$ cat config.mk
export PLATFORM = sky130hd
export DESIGN_NAME = uartq_cfg
export DESIGN_NICKNAME = d
export VERILOG_FILES = /design/src/uartq_pkg.sv /design/src/uartq_cfg.sv
export SDC_FILE = /design/constraint.sdc
export NUM_CORES = 1
export LEC_CHECK = 0
export ABC_AREA = 1
export BUFFER_PORTS_ARGS = -buffer_cell sky130_fd_sc_hd__buf_2
export CAP_MARGIN = 20
export CORE_MARGIN = 4
export CORE_UTILIZATION = 43
export DETAILED_ROUTE_END_ITERATION = 6
export PLACE_DENSITY_LB_ADDON = 0.25
export SLEW_MARGIN = 15
export SYNTH_ARGS = -nofsm -noshare
export SYNTH_HDL_FRONTEND = slang
export SYNTH_SLANG_ARGS = --single-unit
export TNS_END_PERCENT = 100
$ cat constraint.sdc
create_clock -name clk_i -period 1.42 [get_ports clk_i]
set_clock_uncertainty 0.1 [all_clocks]
set_input_delay 0.355 -clock clk_i [delete_from_list [all_inputs] [get_ports clk_i]]
set_output_delay 0.355 -clock clk_i [all_outputs]
set_load 0.1 [all_outputs]
$ cat src/uartq_pkg.sv
`default_nettype none

package uartq_pkg;

  localparam int unsigned TxDepth = 1024;
  localparam int unsigned RxDepth = 64;
  localparam int unsigned TxPtrW  = $clog2(TxDepth);
  localparam int unsigned RxPtrW  = $clog2(RxDepth);
  // Capacity register widths, one bit wider than the pointers so the depth fits
  localparam int unsigned TxCapW  = 11;
  localparam int unsigned RxCapW  = 7;
  localparam int unsigned MinCap  = 16;
  localparam int unsigned AddrW   = 3;
  localparam int unsigned DataW   = 32;

  typedef enum logic [2:0] {
    KindTxPush  = 3'd0,
    KindTxEmpty = 3'd1,
    KindRxByte  = 3'd2,
    KindRxPop   = 3'd3,
    KindRxClear = 3'd4
  } kind_e;

  typedef enum logic [0:0] {
    RegTxCap = 1'b0,
    RegRxCap = 1'b1
  } reg_e;

  typedef struct packed {
    logic [2:0] kind;
    logic [7:0] data_byte;
    logic       parity_error;
  } in_item_t;

  typedef struct packed {
    logic              send_valid;
    logic [7:0]        send_byte;
    logic [7:0]        popped_byte;
    logic [7:0]        head_byte;
    logic [RxPtrW-1:0] rx_count;
    logic              tx_irq_enable;
    logic              dropped;
  } out_item_t;

  typedef struct packed {
    logic [TxCapW-1:0] tx_cap;
    logic [RxCapW-1:0] rx_cap;
    logic              tx_wr;
    logic              rx_wr;
  } cfg_t;

endpackage

`default_nettype wire

$ cat src/uartq_cfg.sv
`default_nettype none

module uartq_cfg (
  input  wire logic                            clk_i,
  input  wire logic                            rst_ni,
  input  wire logic                            psel,
  input  wire logic                            penable,
  input  wire logic                            pwrite,
  input  wire logic [uartq_pkg::AddrW-1:0]     paddr,
  input  wire logic [uartq_pkg::DataW-1:0]     pwdata,
  output logic      [uartq_pkg::DataW-1:0]     prdata,
  output logic                                 pready,
  output uartq_pkg::cfg_t                      cfg_o
);
  import uartq_pkg::*;

  logic [TxCapW-1:0] tx_cap_q, tx_cap_d, tx_val;
  logic [RxCapW-1:0] rx_cap_q, rx_cap_d, rx_val;
  logic              wr;
  reg_e              sel;

  assign pready = 1'b1;
  assign wr     = psel && penable && pwrite;
  assign sel    = reg_e'(paddr[2]);
  assign tx_val = pwdata[TxCapW-1:0];
  assign rx_val = pwdata[RxCapW-1:0];

  // Zero means no buffer; small values round up, large ones clamp to the store
  always_comb begin
    if (tx_val == '0) begin
      tx_cap_d = '0;
    end else if (tx_val < TxCapW'(MinCap)) begin
      tx_cap_d = TxCapW'(MinCap);
    end else if (tx_val > TxCapW'(TxDepth)) begin
      tx_cap_d = TxCapW'(TxDepth);
    end else begin
      tx_cap_d = tx_val;
    end
    if (rx_val == '0) begin
      rx_cap_d = '0;
    end else if (rx_val < RxCapW'(MinCap)) begin
      rx_cap_d = RxCapW'(MinCap);
    end else if (rx_val > RxCapW'(RxDepth)) begin
      rx_cap_d = RxCapW'(RxDepth);
    end else begin
      rx_cap_d = rx_val;
    end
  end

  always_ff @(posedge clk_i or negedge rst_ni) begin
    if (!rst_ni) begin
      tx_cap_q <= '0;
      rx_cap_q <= '0;
    end else if (wr) begin
      unique case (sel)
        RegTxCap: tx_cap_q <= tx_cap_d;
        RegRxCap: rx_cap_q <= rx_cap_d;
        default: ;
      endcase
    end
  end

  always_comb begin
    unique case (sel)
      RegTxCap: prdata = DataW'(tx_cap_q);
      RegRxCap: prdata = DataW'(rx_cap_q);
      default:  prdata = '0;
    endcase
  end

  assign cfg_o.tx_cap = tx_cap_q;
  assign cfg_o.rx_cap = rx_cap_q;
  assign cfg_o.tx_wr  = wr && (sel == RegTxCap);
  assign cfg_o.rx_wr  = wr && (sel == RegRxCap);

endmodule

`default_nettype wire

Word-level counts from Yosys, hierarchy flattened
Cells that the tools add are included.

operators by class
  $lt $le $gt $ge = 4
  mux-type cells = 7
  bitwise gates (word level) = 1
  reductions and logical operators = 8

operators with widths
  kind                  number
  $pmux 32 s2           1
  $mux 11               3
  $mux 7                3
  $gt 11x11->1 const B  1
  $logic_not 11->1      1
  $lt 11x5->1 const B   1
  $gt 7x7->1 const B    1
  $logic_not 7->1       1
  $lt 7x5->1 const B    1
  $logic_and 1x1->1     4
  $reduce_and 2->1      2
  $not 1->1             1

storage, ports and cells
  bits in registers = 18
  input port bits = 40
  word-level logic and storage cells = 22

Logic depth before layout (Yosys ltp)
  depth after elaboration = 4
  gate-level depth with buffers = 7
  depth with buffers taken out = 6

Worst setup path before layout
No wires, ideal clock.

  path type = register to output
  start point = register rx_cap_q[4]
  end point = output prdata[4] (netlist name)
  data arrival time = 3.155 ns
  required time = 0.965 ns
  slack = -2.190 ns
  stages on the path, launching flop included = 3
  buffers on the path = 0
  cells stage by stage = dfrtp_1 > inv_1 > o21ai_0

on the way
  word-level cells in the longest chain between the ends = 1

ends and longest elaborated chain
  item                    RTL line         RTL
  from (decl)             uartq_cfg.sv:18  logic [RxCapW-1:0] rx_cap_q, rx_cap_d, rx_val;
  from (signal assigned)  uartq_cfg.sv:57  RegRxCap: rx_cap_q <= rx_cap_d;
  $pmux 32 s2             uartq_cfg.sv:64  unique case (sel)
  to (decl)               uartq_cfg.sv:11  output logic [uartq_pkg::DataW-1:0] prdata,

Every way passes these cells. The select of a mux whose other input is x is not followed.

Worst setup path in the final report
  start point = register tx_cap_q[3]
  end point = output prdata[3] (netlist name)

on the way
  word-level cells in the longest chain between the ends = 1

ends and longest elaborated chain
  item                    RTL line         RTL
  from (decl)             uartq_cfg.sv:17  logic [TxCapW-1:0] tx_cap_q, tx_cap_d, tx_val;
  from (signal assigned)  uartq_cfg.sv:56  RegTxCap: tx_cap_q <= tx_cap_d;
  $pmux 32 s2             uartq_cfg.sv:64

Every way passes these cells. The select of a mux whose other input is x is not followed.

==> flow_summary.ini <==
[outcome]
status = complete, but fails checks
violations = negative setup slack

[place]
pre_cts_ws_ps = -231.3
dp.cells = 250
gp_congestion = 0.9840
port_buffers = 47
hpwl_um = 2980

[pwr]
p_sw_share_pct = 56.13
p_leak_nw = 1.168
pwr-share-comb_pct = 68.3
ir_worst_vdd_v = 0.001403
p_int_mw = 1.470
power_switching_mw = 1.881
power_density_mw_per_mm2 = 1404
p_clk_share_pct = 8.0
pwr-share-seq_pct = 23.7

[grt]
grt_pass1_vias = 1504
grt_max_degree = 19
gr-usage-all-layers_pct = 30.63
grt_first_pass_wirelength_um = 8114
grt_overflow = 0
antenna_found_initial = 0

[worst_setup_path]
rrSetupSlack_ps = 300
r2r_cells = 4
worstPathRequired_ps = 960
reg2reg_to = tx_cap_q[0]$_DFFE_PN0P_
r2r_start = tx_cap_q[0]$_DFFE_PN0P_
critPathSlowestCell = dfrtp_4
worstPathArrival_ps = 1160
critical_path.max_stage_delay_ps = 540
cp-endpoint = prdata[3]
worstPathCellList = nand2_4 -> nand2_8 -> buf_12
critical_path.endpoint_type = output pin
path_class = reg2out
critPathMaxFanout = 3
cp-start-kind = flop
critPathLaunch = tx_cap_q[3]$_DFFE_PN0P_

[clock_tree]
cts_buffer_depth = 2
cts_max_level = 1
cts_root_buffer = clkbuf_4
clk_pin_slew_ps = 120
cts_tree = yes
insertion_delay_ps = 290
clkSinkCount = 18
numCtsBuffers = 3

[drt]
wl_per_cell_um = 18.95
first_iter_violations = 120
drcViolationCount = 0
drtAntennaViolNets = 0
drt_wl_total_um = 5117
vias = 1480
via_per_inst = 5.481
first_pass_iters = 5

[finish]
area_growth_pct = 97.52
layout_common_cells = nand2_1, buf_12, conb_1
fin_cells = 270
antennaDiodeCount = 0
drive_above_1_share_pct = 55.83
final_common_cell = nand2_1
nNetsFinal = 282

[floorplan]
rows = 18
core-area_mm2 = 0.002567
start_util_pct = 47.08
io_pins = 93
dieArea_mm2 = 0.003723
die_width_um = 61.02
dieHeight_um = 61.02

[synthesis]
ys_seq_area_share_pct = 37.27
ys_ff_latch = 18
syn_area_mm2 = 0.001209
ys_types = 17
ys.warnings.count = 0
syn_avg_cell_area_um2 = 7.152
syn_inst = 169

[timing]
fin_hold_ws_ps = 226.6
timing.fmax_mhz = 619.8
finalSetupTns_ps = -2932
hold_violations = 0
fin_crit_sh_pct = 113.6
finalSetupViolations = 28
maxSlewViolCount = 0
rsz0062_at_grt = yes
period_minus_slack_ps = 1614
postLayoutSetupSlackWorst_ps = -193.6

[worst_hold_path]
hold_path_class = in2reg

[run]
maxCapViolCount = 0
registers in the layout, indices dropped and copies added (netlist names):
register	count
tx_cap_q	11
rx_cap_q	7
repair_timing:
action / CTS / global route
pin swaps: 17 / 4
endpoints found under the setup margin: 28 / 29
hold buffers: 1 / 0
buffers inserted: 15 / 1
endpoints found under the hold margin: 18 / 0
gates resized for setup: 21 / 4
cells by family (layout without fill, tap and decap cells):
kind of cell    after synthesis  count (layout)  synth area share, %
simple gates                 93              93                34.47
buf+inv                      44              95                21.74
flops                        18              18                37.27
compound gates               12              12                5.901
other cells                   2              22               0.6213
area by class of cell:
class / instances / area (um2)
clock buffer: 3 / 22.52
timing repair buffer: 73 / 955.9
tap: 30 / 37.54
inverter: 19 / 93.84
fill: 88 / 180.2
multi-input combinational: 127 / 767.0
sequential: 18 / 510.5
per-stage QoR:
| stage | instance area (um2) | util [%] | power, mW |
|---|---|---|---|
| finish | 2387 | 92.98 | 3.352 |
| global route | 2387 | 92.98 | 3.433 |
| CTS | 2367 | 92.20 | 3.274 |
| detailed placement | 2127 | 82.85 | 2.912 |
| global placement | 2127 | 82.85 | 2.874 |
| floorplan | 1504 | - | 2.234 |
worst min-delay path by stage:
stage	startpoint	end	slack, ps	cells past startpoint
global placement	rst_ni	rx_cap_q[4]$_DFFE_PN0P_	200	1
finish	pwdata[7]	tx_cap_q[7]$_DFFE_PN0P_	230	3
detailed placement	rst_ni	rx_cap_q[5]$_DFFE_PN0P_	200	1
CTS	pwdata[2]	rx_cap_q[2]$_DFFE_PN0P_	230	3
floorplan	rst_ni	rx_cap_q[6]$_DFFE_PN0P_	-40	0
global route	pwdata[7]	tx_cap_q[7]$_DFFE_PN0P_	240	3
critical path: cells and delay by family (launching register included):
family        cells  cell delay (ps)
flops             1              540
simple gates      2              150
buf+inv           1              160
layer usage:
metal  share of wire, %  global-route usage [%]  up-vias  routed length (um)
met5                  0                       0        -                   0
met4                6.1                   15.17        0                 312
met3                9.8                   2.725       41                 499
met2                 50                   53.44      148                2562
met1                 34                   37.93      679                1743
li1                   -                       -      612                   -
power groups by stage:
stage / Combinational [mW] / Sequential, mW / Clock, mW
global placement: 2.10 / 0.774 / 0
floorplan: 0.897 / 1.34 / 0
detailed placement: 2.13 / 0.785 / 0
CTS: 2.25 / 0.781 / 0.248
global route: 2.35 / 0.805 / 0.281
finish: 2.29 / 0.795 / 0.268
cell usage after synthesis:
cell      count  area (um2)
conb_1        2       7.510
buf_6         2       22.52
o21ai_0       9       45.04
nand3_4       1       17.52
inv_1        16       60.06
nor2_1       21       78.83
dfrtp_1      18       450.4
o21ai_2       3       26.28
nor2_4        2       22.52
nand2_1      54       202.7
inv_2         3       11.26
nand3_1      10       50.05
nor2_2        3       18.77
buf_4        22       165.2
nor2_8        1       20.02
clkbuf_1      1       3.750
nand2_2       1       6.260
Power figures use the tool's default switching activity.
