--- src/uartq_ram.sv ---
`default_nettype none

module uartq_ram #(
  parameter int unsigned Width = 8,
  parameter int unsigned Depth = 64
) (
  input  wire logic                     clk_i,
  input  wire logic                     we_i,
  input  wire logic [$clog2(Depth)-1:0] waddr_i,
  input  wire logic [Width-1:0]         wdata_i,
  input  wire logic                     re_i,
  input  wire logic [$clog2(Depth)-1:0] raddr_i,
  output logic      [Width-1:0]         rdata_o
);

  logic [Width-1:0] mem_q [Depth];
  logic [Width-1:0] rdata_q;

  always_ff @(posedge clk_i) begin
    if (we_i) begin
      mem_q[waddr_i] <= wdata_i;
    end
    if (re_i) begin
      rdata_q <= mem_q[raddr_i];
    end
  end

  assign rdata_o = rdata_q;

endmodule

`default_nettype wire

--- config.mk ---
export PLATFORM = sky130hd
export DESIGN_NAME = uartq_ram
export DESIGN_NICKNAME = d
export VERILOG_FILES = /design/src/uartq_ram.sv
export SDC_FILE = /design/constraint.sdc
export NUM_CORES = 1
export LEC_CHECK = 0
export BUFFER_PORTS_ARGS = -buffer_cell sky130_fd_sc_hd__buf_2
export CAP_MARGIN = 20
export CORE_ASPECT_RATIO = 1.75
export CORE_MARGIN = 1.5
export CORE_UTILIZATION = 43
export DETAILED_ROUTE_END_ITERATION = 12
export PLACE_DENSITY = 0.68
export SKIP_CTS_REPAIR_TIMING = 1
export SLEW_MARGIN = 25
export SYNTH_ARGS = -nofsm -noshare
export SYNTH_HDL_FRONTEND = slang
export SYNTH_SLANG_ARGS = --single-unit
--- constraint.sdc ---
create_clock -name clk_i -period 2 [get_ports clk_i]
set_input_delay 0.2 -clock clk_i [delete_from_list [all_inputs] [get_ports clk_i]]
set_output_delay 0.2 -clock clk_i [all_outputs]
set_load 0.1 [all_outputs]
## Word level (Yosys, flattened, before mapping)

Memory sizes are Yosys's and may differ from the RTL's. A register that Yosys moved wholly into a read port is not among the register bits.
Index checks and enable logic that the tools add are counted.

| storage, ports and cells | value |
|---|---|
| register bits after elaboration | 0 |
| bits in writable memories | 512 |
| memories kept | 1 |
| word-level logic and storage cells | 3 |
| input port bits | 23 |
| output and inout port bits | 8 |

| operators by class | value |
|---|---|
| muxes and demuxes | 2 |

Memory list:

| name | depth | bits a word | rd ports | clocked after Yosys merged registers in | wr ports | line | RTL |
|---|---|---|---|---|---|---|---|
| mem_q | 64 | 8 | 1 | 1 | 1 | 16 | `logic [Width-1:0] mem_q [Depth];` |

Operator list:

| kind | count |
|---|---|
| 2-to-1 mux 1 bit | 2 |

## Logic depth before layout (Yosys ltp)

Gate-level depths: netlist of the first run.

| depth | value |
|---|---|
| depth after elaboration | 2 |
| mapped depth | 9 |
| depth with buffers taken out | 5 |

## Least setup slack after synthesis of the first run

OpenSTA, ideal clock, no wires.

| path | value |
|---|---|
| path type | input-to-reg |
| start point | in raddr_i[1] |
| end point | reg rdata_q[3] (netlist: rdata_o[3]), read port of mem_q (data pin) |
| buffers on the path | 3 |
| required time | 1.734 ns |
| data arrival time | 1.740 ns |
| stages on the path | 7 |
| path slack | -0.006 ns |
| cell sequence | buf_4 > buf_2 > buf_2 > mux4_2 > mux4_2 > o21ai_1 > o41ai_1 |

RTL lines:

| item | line | RTL |
|---|---|---|
| from (decl) | 12 | `input wire logic [$clog2(Depth)-1:0] raddr_i,` |
| to (decl) | 17 | `logic [Width-1:0] rdata_q;` |

==> metrics, run 1 <==
post-synthesis sequential element count=520; Pwr Total=21.9 mW; CP Launch Type=flip-flop; Via density=~5.7; Port Buffer Count=30; die area=about 48000 µm²; Die Height=a little under 300 µm; core area=46600 µm²; Worst Hold Class=primary input to flip-flop; placed cells=1665; total global-route track usage=0.198; critical-path maximum fanout=1; Post-DRT Antenna Nets=0; EDFF count, synth=520; Clock Latency Late Sink=roughly 0.56 ns; syn_nets=963; warnings from Yosys=0; Initial DRC Count=a little over 900; post-layout util=0.507; setup ws final=-0.0228 ns; fin nets=1143; Req. time, crit path=2.30 ns; Clk Tree Root Cell=clkbuf_16; Longest Clk Path Bufs=3; initial core utilization=0.434; Reg clk slew, reported paths=0.07 ns; Pleak=7.66 nW; Filler Cells Inserted=around 3600; reg2reg path depth=5; Die Wd=167 µm; WL per Instance=around 27 µm; CP Capture Type=flip-flop; VDD IR-drop max=0.580 mV; initial antenna violation count=0; routability cong.=around 0.85; run status=complete, but fails checks; Max Cap Viol=0; Max Fclk=between 400 and 500 MHz; largest net degree at the start of global routing=65; CTS tree=yes; final setup TNS=-0.0263 ns; Crit path max-delay family=compound AO/OA/AOI/OAI gates; Crit Path Category=flip-flop to flip-flop; clk sinks=520; failing checks=setup timing; Post-Route WL=46.8 mm; post-route cell area=23700 µm²; crit path DAT=2.32 ns; mapped cell area=20200 µm²; area post-placement=22200 µm²; row cnt=105; number of I/O pins=31; clock buffer count from CTS=42; HPWL after detailed placement=about 32 mm; Final Cycle Share=1.01; Synth async-reset ratio=0; grt total ovfl=0; Hold Crit Depth=1; fin. max-slew vios=0; Avg Cell Area, Syn=21.5 µm²; ys flop type=edfxtp_1; unrepaired setup endpoints after global routing=true; drt drc=0; worst slew pin tran=0.699 ns; Syn-to-layout area delta=16.9%; Critical-path top delay cell=mux4_2; # diodes=0; crit path cell chain=mux4_2, nor2b_1, a2111oi_0, buf_4, o41ai_1; vias in the first global route=10736; PwrDens=925 nW/µm²; crit-path max cell delay=between 0.4 and 0.5 ns; final setup vio count=2; flop2flop setup slack=-0.02 ns; Final Skew=approximately 0.02 ns; first-pass GRT wire length=approximately 70 mm; Buffers & Inverters on Critical Path=1; register area share after synthesis=0.771; crit path time final=2.02 ns; Worst slew margin=0.534; H-tree depth=2; Unique masters post-synth=39; Levels on crit path=5; Via Count=9983; share of layout cells above drive strength 1=0.345; final hold viol count=0; final std cells w/o fill=between 1500 and 2000; drt first pass iters=5; Post-Syn Instances=940
[sequential cells by signal, indices dropped and copies added, names as in the netlist]
name	count
mem_q	512
rdata_o	8
[cell usage after synthesis (all sizes together) (2+ instances only)]
cell type / number / share of area
a2111oi: 2 / 0.00087
a211oi: 4 / 0.0015
a21oi: 3 / 0.00074
a221oi: 6 / 0.0026
a22oi: 3 / 0.0011
buf: 34 / 0.012
clkbuf: 17 / 0.0032
edfxtp: 520 / 0.77
mux2: 13 / 0.0072
mux2i: 23 / 0.011
mux4: 126 / 0.14
nand2: 19 / 0.0035
nand2b: 7 / 0.0022
nand3: 13 / 0.0032
nand3b: 3 / 0.0011
nand4: 2 / 0.00062
nor2: 83 / 0.015
nor2b: 14 / 0.0043
nor3: 7 / 0.0017
nor4: 2 / 0.00062
o2111ai: 3 / 0.0013
o21a: 2 / 0.00074
o21ai: 4 / 0.00099
o221a: 2 / 0.0011
o221ai: 8 / 0.0035
o22ai: 8 / 0.0025
o2bb2ai: 3 / 0.0013
o32ai: 2 / 0.00087
o41ai: 2 / 0.00087
[worst reg2reg max path, delay by kind of cell, from the launching register on]
family                 cells  cell delay, ns
AND/OR/NAND/NOR            1            0.15
multiplexers               1            0.48
buffers and inverters      1            0.22
AO/OA/AOI/OAI              2            0.54
flip-flops                 1            0.37
[area by class of cell]
| class | count | area, µm² | area share |
|---|---|---|---|
| clock buffers | 50 | 1140 | 0.0484 |
| clock inverters | 23 | 231 | 0.00978 |
| multi-input cells | 369 | 4410 | 0.186 |
| flip-flops and latches | 520 | 15600 | 0.660 |
| well taps | 588 | 736 | 0.0311 |
| repair buffers | 187 | 1520 | 0.0643 |
[path summary, 6_finish.rpt]
kind                              startpoint         end
worst min register to register  mem_q[26][6]  rdata_o[6]
worst max register to register   mem_q[2][5]  rdata_o[5]
worst min-delay path                    re_i  rdata_o[5]
worst max-delay path             mem_q[2][5]  rdata_o[5]
[through the flow]
step / worst slack (ns) / hold WS, ns
finish: -0.0228 / 0.0633
global route: -0.161 / 0.0453
CTS: -0.196 / 0.0404
detailed placement: -0.511 / 0.619
global placement: -0.463 / 0.615
floorplan: 0.0214 / 0.299
[metal layers]
metal,vias to the layer above,share of wire,global-route usage
met5,-,0,0
met4,0,0.046,0.104
met3,94,0.040,0.0205
met2,292,0.57,0.375
met1,5315,0.35,0.217
li1,4282,-,-
[report_power, final]
part	leakage, nW	total (mW)	switching, mW	internal, mW
combinational	2.30	1.40	0.847	0.553
sequential	4.69	12.1	0.0327	12.1
clock	0.678	8.38	3.66	4.72
[cells by family (layout without fill, tap and decap cells)]
logic type / count (synthesis) / count (layout) / share of synthesized area
and+or+nand+nor: 153 / 153 / 0.0337
muxes: 162 / 162 / 0.159
buffers and inverters: 51 / 260 / 0.0156
DFF: 520 / 520 / 0.771
AOI/OAI and AO/OA: 54 / 54 / 0.0206
[placed cells by master (no fill, tap or decap), drive strengths merged, types with 2 or more instances in the layout]
cell type / synthesis / final
nand2b: 7 / 7
mux2: 13 / 13
edfxtp: 520 / 520
o22ai: 8 / 8
mux4: 126 / 126
a221oi: 6 / 6
nand3: 13 / 13
mux2i: 23 / 23
o21ai: 4 / 4
a2111oi: 2 / 2
a22oi: 3 / 3
clkinv: 0 / 18
o221a: 2 / 2
a211oi: 4 / 4
nand3b: 3 / 3
o221ai: 8 / 8
nor4: 2 / 2
o21a: 2 / 2
nand2: 19 / 19
nor2b: 14 / 14
bufinv: 0 / 5
nor2: 83 / 83
a21oi: 3 / 3
buf: 34 / 186
o41ai: 2 / 2
clkbuf: 17 / 51
o32ai: 2 / 2
nand4: 2 / 2
nor3: 7 / 7
o2bb2ai: 3 / 3
o2111ai: 3 / 3
(Power assumes the default switching activity.)
==> run 2: changes to the inputs <==
--- a/config.mk
+++ b/config.mk
@@ -10,6 +10,7 @@
 export CORE_ASPECT_RATIO = 1.75
 export CORE_MARGIN = 1.5
 export CORE_UTILIZATION = 43
+export CTS_BUF_LIST = sky130_fd_sc_hd__clkbuf_16
 export DETAILED_ROUTE_END_ITERATION = 12
 export PLACE_DENSITY = 0.68
 export SKIP_CTS_REPAIR_TIMING = 1
==> run 2 against run 1 <==
Effect of this change: the flow still finishes with violations (setup timing); worst setup slack gained 0.0090 ns; critical path depth unchanged; largest power group unchanged; clock-buffer cell count down 5; wire length about the same; power down 0.14%; combinational power hardly changed; flip-flop and latch count unchanged; clock power about the same; final cell count unchanged; register-to-register slack barely moved.
==> metrics, run 2 (same netlist as run 1, synthesis figures left out) <==
run status=complete, but fails checks; failing checks=setup timing; setup ws final=-0.0139 ns; initial core utilization=0.434; Die Height=290 µm; fin nets=1143; Final Cycle Share=1.01; H-tree depth=2; largest net degree at the start of global routing=65; Via density=between 5 and 6; CP Capture Type=flip-flop; flop2flop setup slack=-0.01 ns; max FFs per register=512; pre-CTS setup slack=-0.511 ns; final hold viol count=0; crit path DAT=2.31 ns; Die Wd=167 µm; Max Cap Viol=0; Post-Route WL=46.8 mm; VDD IR-drop max=0.573 mV; die area=48400 µm²; Crit Path Category=flip-flop to flip-flop; Worst Hold Class=primary input to flip-flop; clock buffer count from CTS=42; PwrDens=924 nW/µm²; HPWL after detailed placement=32.1 mm; commonest non-fill, non-tap cell in the layout=edfxtp_1; WL per Instance=26.9 µm; post-route cell area=23700 µm²; # diodes=0; Port Buffer Count=30; routability cong.=0.855; vias in the first global route=10719; drt first pass iters=5; clk sinks=520; unrepaired setup endpoints after global routing=true; busiest layer in global routing=met2; share of layout cells above drive strength 1=0.345; Initial DRC Count=891; largest register by flop count=mem_q; Reg clk slew, reported paths=around 0.07 ns; Clock Latency Late Sink=0.55 ns; crit path time final=2.01 ns; core area=46600 µm²; initial antenna violation count=0; Req. time, crit path=2.30 ns; fin. max-slew vios=0; CP Launch Type=flip-flop; Max Fclk=497 MHz; met3 GRT Util=0.0205; post-layout util=0.507; CTS tree=yes; worst r2r src=mem_q[2][5]; total global-route track usage=0.198; Final Skew=approximately 0.017 ns; first-pass GRT wire length=69.3 mm; number of I/O pins=31; Longest Clk Path Bufs=3; critical-path maximum fanout=1; GR Layer Usage met2=0.374; Pleak=7.68 nW; Hold Crit Depth=1; reg2reg path depth=5; drt drc=0; row cnt=105; Syn-to-layout area delta=16.9%; Worst slew margin=0.531; most frequent cells in the layout=edfxtp_1, buf_4, mux4_2; worst slew pin tran=0.703 ns; reg-to-reg endpoint=rdata_o[5]; Pwr Total=21.9 mW; Hold EP=rdata_o[5]; final setup vio count=2; Via Count=about 10000; Clk Tree Root Cell=clkbuf_16; GRT met1 Usage=0.217; hold_sp=re_i; Post-DRT Antenna Nets=0; grt total ovfl=0; area post-placement=between 20000 and 25000 µm²
==> run 2: cell count changes in the layout (fill, tap and decap cells not counted) <==
cell and delta:
clkbuf_1 -5, inv_1 +5
==> run 2: how the worst max path moves through the flow <==
stage	depth (start not counted)	end	from	slack, ns
global route	5	rdata_o[5]	mem_q[2][5]	-0.16
detailed placement	6	rdata_o[7]	raddr_i[0]	-0.51
finish	5	rdata_o[5]	mem_q[2][5]	-0.01
CTS	6	rdata_o[6]	mem_q[17][6]	-0.20
global placement	6	rdata_o[7]	raddr_i[0]	-0.46
floorplan	6	rdata_o[3]	raddr_i[0]	0.02
==> run 2: final cells by class <==
class,instances,area [µm²]
fillers,3574,23000
repair buffers,187,1520
flip-flops and latches,520,15600
clock inverters,28,250
clock buffers,45,1130
well taps,588,736
multi-input cells,369,4410
==> run 2: power by group <==
| part | leakage (nW) | total, mW | internal (mW) | switching [mW] |
|---|---|---|---|---|
| sequential | 4.69 | 12.1 | 12.1 | 0.0326 |
| combinational | 2.30 | 1.40 | 0.553 | 0.848 |
| clock | 0.699 | 8.35 | 4.70 | 3.65 |
| total | 7.68 | 21.9 | 17.3 | 4.53 |
==> run 2: stage by stage <==
| step | setup TNS [ns] | std cells | hold slack, ns |
|---|---|---|---|
| final | -0.0166 | 1737 | 0.0611 |
| after global routing | -0.274 | 1737 | 0.0452 |
| after floorplan | 0 | 940 | 0.299 |
| after global placement | -2.74 | 1665 | 0.615 |
| after detailed placement | -2.97 | 1665 | 0.619 |
| after CTS | -0.571 | 1738 | 0.0404 |
==> run 2: worst max-delay path, cell delays in order (launching register included) <==
cell,delay [ns]
edfxtp_1,0.37
mux4_2,0.48
nor2b_1,0.15
a2111oi_0,0.47
buf_4,0.22
o41ai_1,0.07
==> run 2: per-layer routing <==
metal  wire length, µm  vias to the layer above
met3              1890                       97
met5                 0                        -
met2             26400                      298
li1                  -                     4282
met1             16300                     5298
met4              2250                        0
==> run 3: changes to the inputs <==
--- a/config.mk
+++ b/config.mk
@@ -12,7 +12,6 @@
 export CORE_UTILIZATION = 43
 export CTS_BUF_LIST = sky130_fd_sc_hd__clkbuf_16
 export DETAILED_ROUTE_END_ITERATION = 12
-export PLACE_DENSITY = 0.68
 export SKIP_CTS_REPAIR_TIMING = 1
 export SLEW_MARGIN = 25
 export SYNTH_ARGS = -nofsm -noshare
==> run 3 against run 2 <==
Effect of this change: the flow now finishes without violations; flip-flop and latch count is the same; worst setup slack gained 0.018 ns; clock power grew 13%; worst hold slack lost 0.022 ns; sequential power is essentially flat; core utilization grew 0.74 points; critical path depth shrank 1; combinational power grew 4%; largest cell class unchanged; largest power group unchanged.
==> metrics, run 3 (same netlist as run 1, synthesis figures left out) <==
Post-DRT Antenna Nets=0; register share of total power=0.526; Clk Tree Root Cell=clkbuf_16; CP Capture Type=flip-flop; Via Count=10027; total global-route track usage=0.206; clock buffer count from CTS=46; critical-path maximum fanout=1; Crit path top cell by count=mux4_2; CTS tree=yes; first-pass GRT wire length=71.1 mm; drt drc=0; Buffers & Inverters on Critical Path=0; HPWL after detailed placement=32.6 mm; crit path cell chain=mux4_2, mux4_2, nor2_4, o32ai_2; final setup vio count=0; Syn-to-layout area delta=18.6%; final hold viol count=0; largest register by flop count=mem_q; setup ws final=0.00368 ns; Pleak=7.82 nW; PwrDens=between 900 and 1000 nW/µm²; max FFs per register=512; Crit path max-delay family=multiplexers; initial antenna violation count=5; clk sinks=520; run status=complete, no violations; Sw Pwr=4.78 mW; commonest non-fill, non-tap cell in the layout=edfxtp_1; Final Skew=0.0262 ns; CP Launch Type=flip-flop; Req. time, crit path=2.30 ns; share of layout cells above drive strength 1=0.359; unrepaired setup endpoints after global routing=true; Sw Ratio=0.208; Reg clk slew, reported paths=~0.07 ns; routability cong.=0.821; VDD IR-drop max=0.549 mV; crit path time final=2.00 ns; Die Height=290 µm; Post-Route WL=just under 50 mm; Max Fclk=around 500 MHz; Max Cap Viol=0; Critical-path top delay cell=mux4_2; Comb power frac=0.063; fin. max-slew vios=0; pre-CTS setup slack=-0.496 ns; Worst slew margin=0.344; post-route cell area=~24000 µm²; vias in the first global route=10618; worst slew pin tran=0.975 ns; Clock Latency Late Sink=around 0.57 ns; Longest Clk Path Bufs=3; grt total ovfl=0; Final Cycle Share=0.998; most frequent cells in the layout=edfxtp_1, buf_4, mux4_2; Via density=5.72; Port Buffer Count=30; crit-path max cell delay=0.55 ns; drt first pass iters=5; fin nets=1153; H-tree depth=2; Initial DRC Count=821; Crit Path Category=flip-flop to flip-flop; initial core utilization=0.434; Worst Hold Slack=0.0395 ns; core area=46600 µm²; number of I/O pins=31; power share of the clock group=0.411; row cnt=105; die area=48400 µm²; Worst Hold Class=primary input to flip-flop; largest net degree at the start of global routing=65; WL per Instance=27.7 µm; Die Wd=167 µm; P_int=18.2 mW; area post-placement=22300 µm²; crit path DAT=~2.3 ns; Filler Cells Inserted=3645
run 3: cell count changes in the layout (fill, tap and decap cells not counted), sizes merged:
cell | before | now
clkbuf | 46 | 48
clkinv | 18 | 20
bufinv | 5 | 10
inv | 5 | 4
dlygate4sd3 | 0 | 1
clkinvlp | 0 | 2
buf | 186 | 191
diode | 0 | 1
run 3: worst reg2reg max path, delay by kind of cell (launching register included):
kind | cells | cell delay, ns
mux | 2 | 1.09
flops | 1 | 0.36
simple gates | 1 | 0.18
compound gates | 1 | 0.10
run 3: path summary, 6_finish.rpt:
| check | to | start | slack [ns] | cells after the start |
|---|---|---|---|---|
| max reg2reg | rdata_o[4] | mem_q[51][4] | 0.004 | 4 |
| min reg2reg | rdata_o[0] | mem_q[19][0] | 0.91 | 4 |
| max | rdata_o[4] | mem_q[51][4] | 0.004 | 4 |
| min | mem_q[35][7] | wdata_i[7] | 0.04 | 1 |
run 3: final cells by class:
class | count | area [µm²] | area share
clock buffers | 47 | 1180 | 0.0490
clock inverters | 36 | 434 | 0.0181
well taps | 588 | 736 | 0.0307
repair buffers | 193 | 1590 | 0.0664
multi-input cells | 369 | 4450 | 0.185
flip-flops and latches | 520 | 15600 | 0.651
diodes | 1 | 2.50 | 0.000104
run 3: through the flow:
stage	cells	setup TNS (ns)	power [mW]	utilization
finish	1754	0	23.0	0.515
detailed placement	1670	-2.97	13.8	0.477
CTS	1753	-0.401	23.1	0.512
global route	1754	-0.0847	23.6	0.515
floorplan	940	0	13.1	-
global placement	1670	-2.78	13.7	0.477
run 3: power by group through the flow:
stage          logic (mW)  clock network, mW  registers, mW
6_report             1.45               9.46           12.1
3_3_place_gp         1.40                  0           12.3
5_1_grt              1.53               9.97           12.1
3_5_place_dp         1.42                  0           12.3
2_1_floorplan       0.644                  0           12.4
4_1_cts              1.42               9.58           12.1
run 3: routing by layer:
metal / global-route usage / wire length [µm] / vias up
met2: 0.391 / 27500 / 264
met3: 0.0269 / 1800 / 89
met1: 0.235 / 17700 / 5358
met5: 0 / 27 / -
li1: - / - / 4310
met4: 0.0741 / 1620 / 6
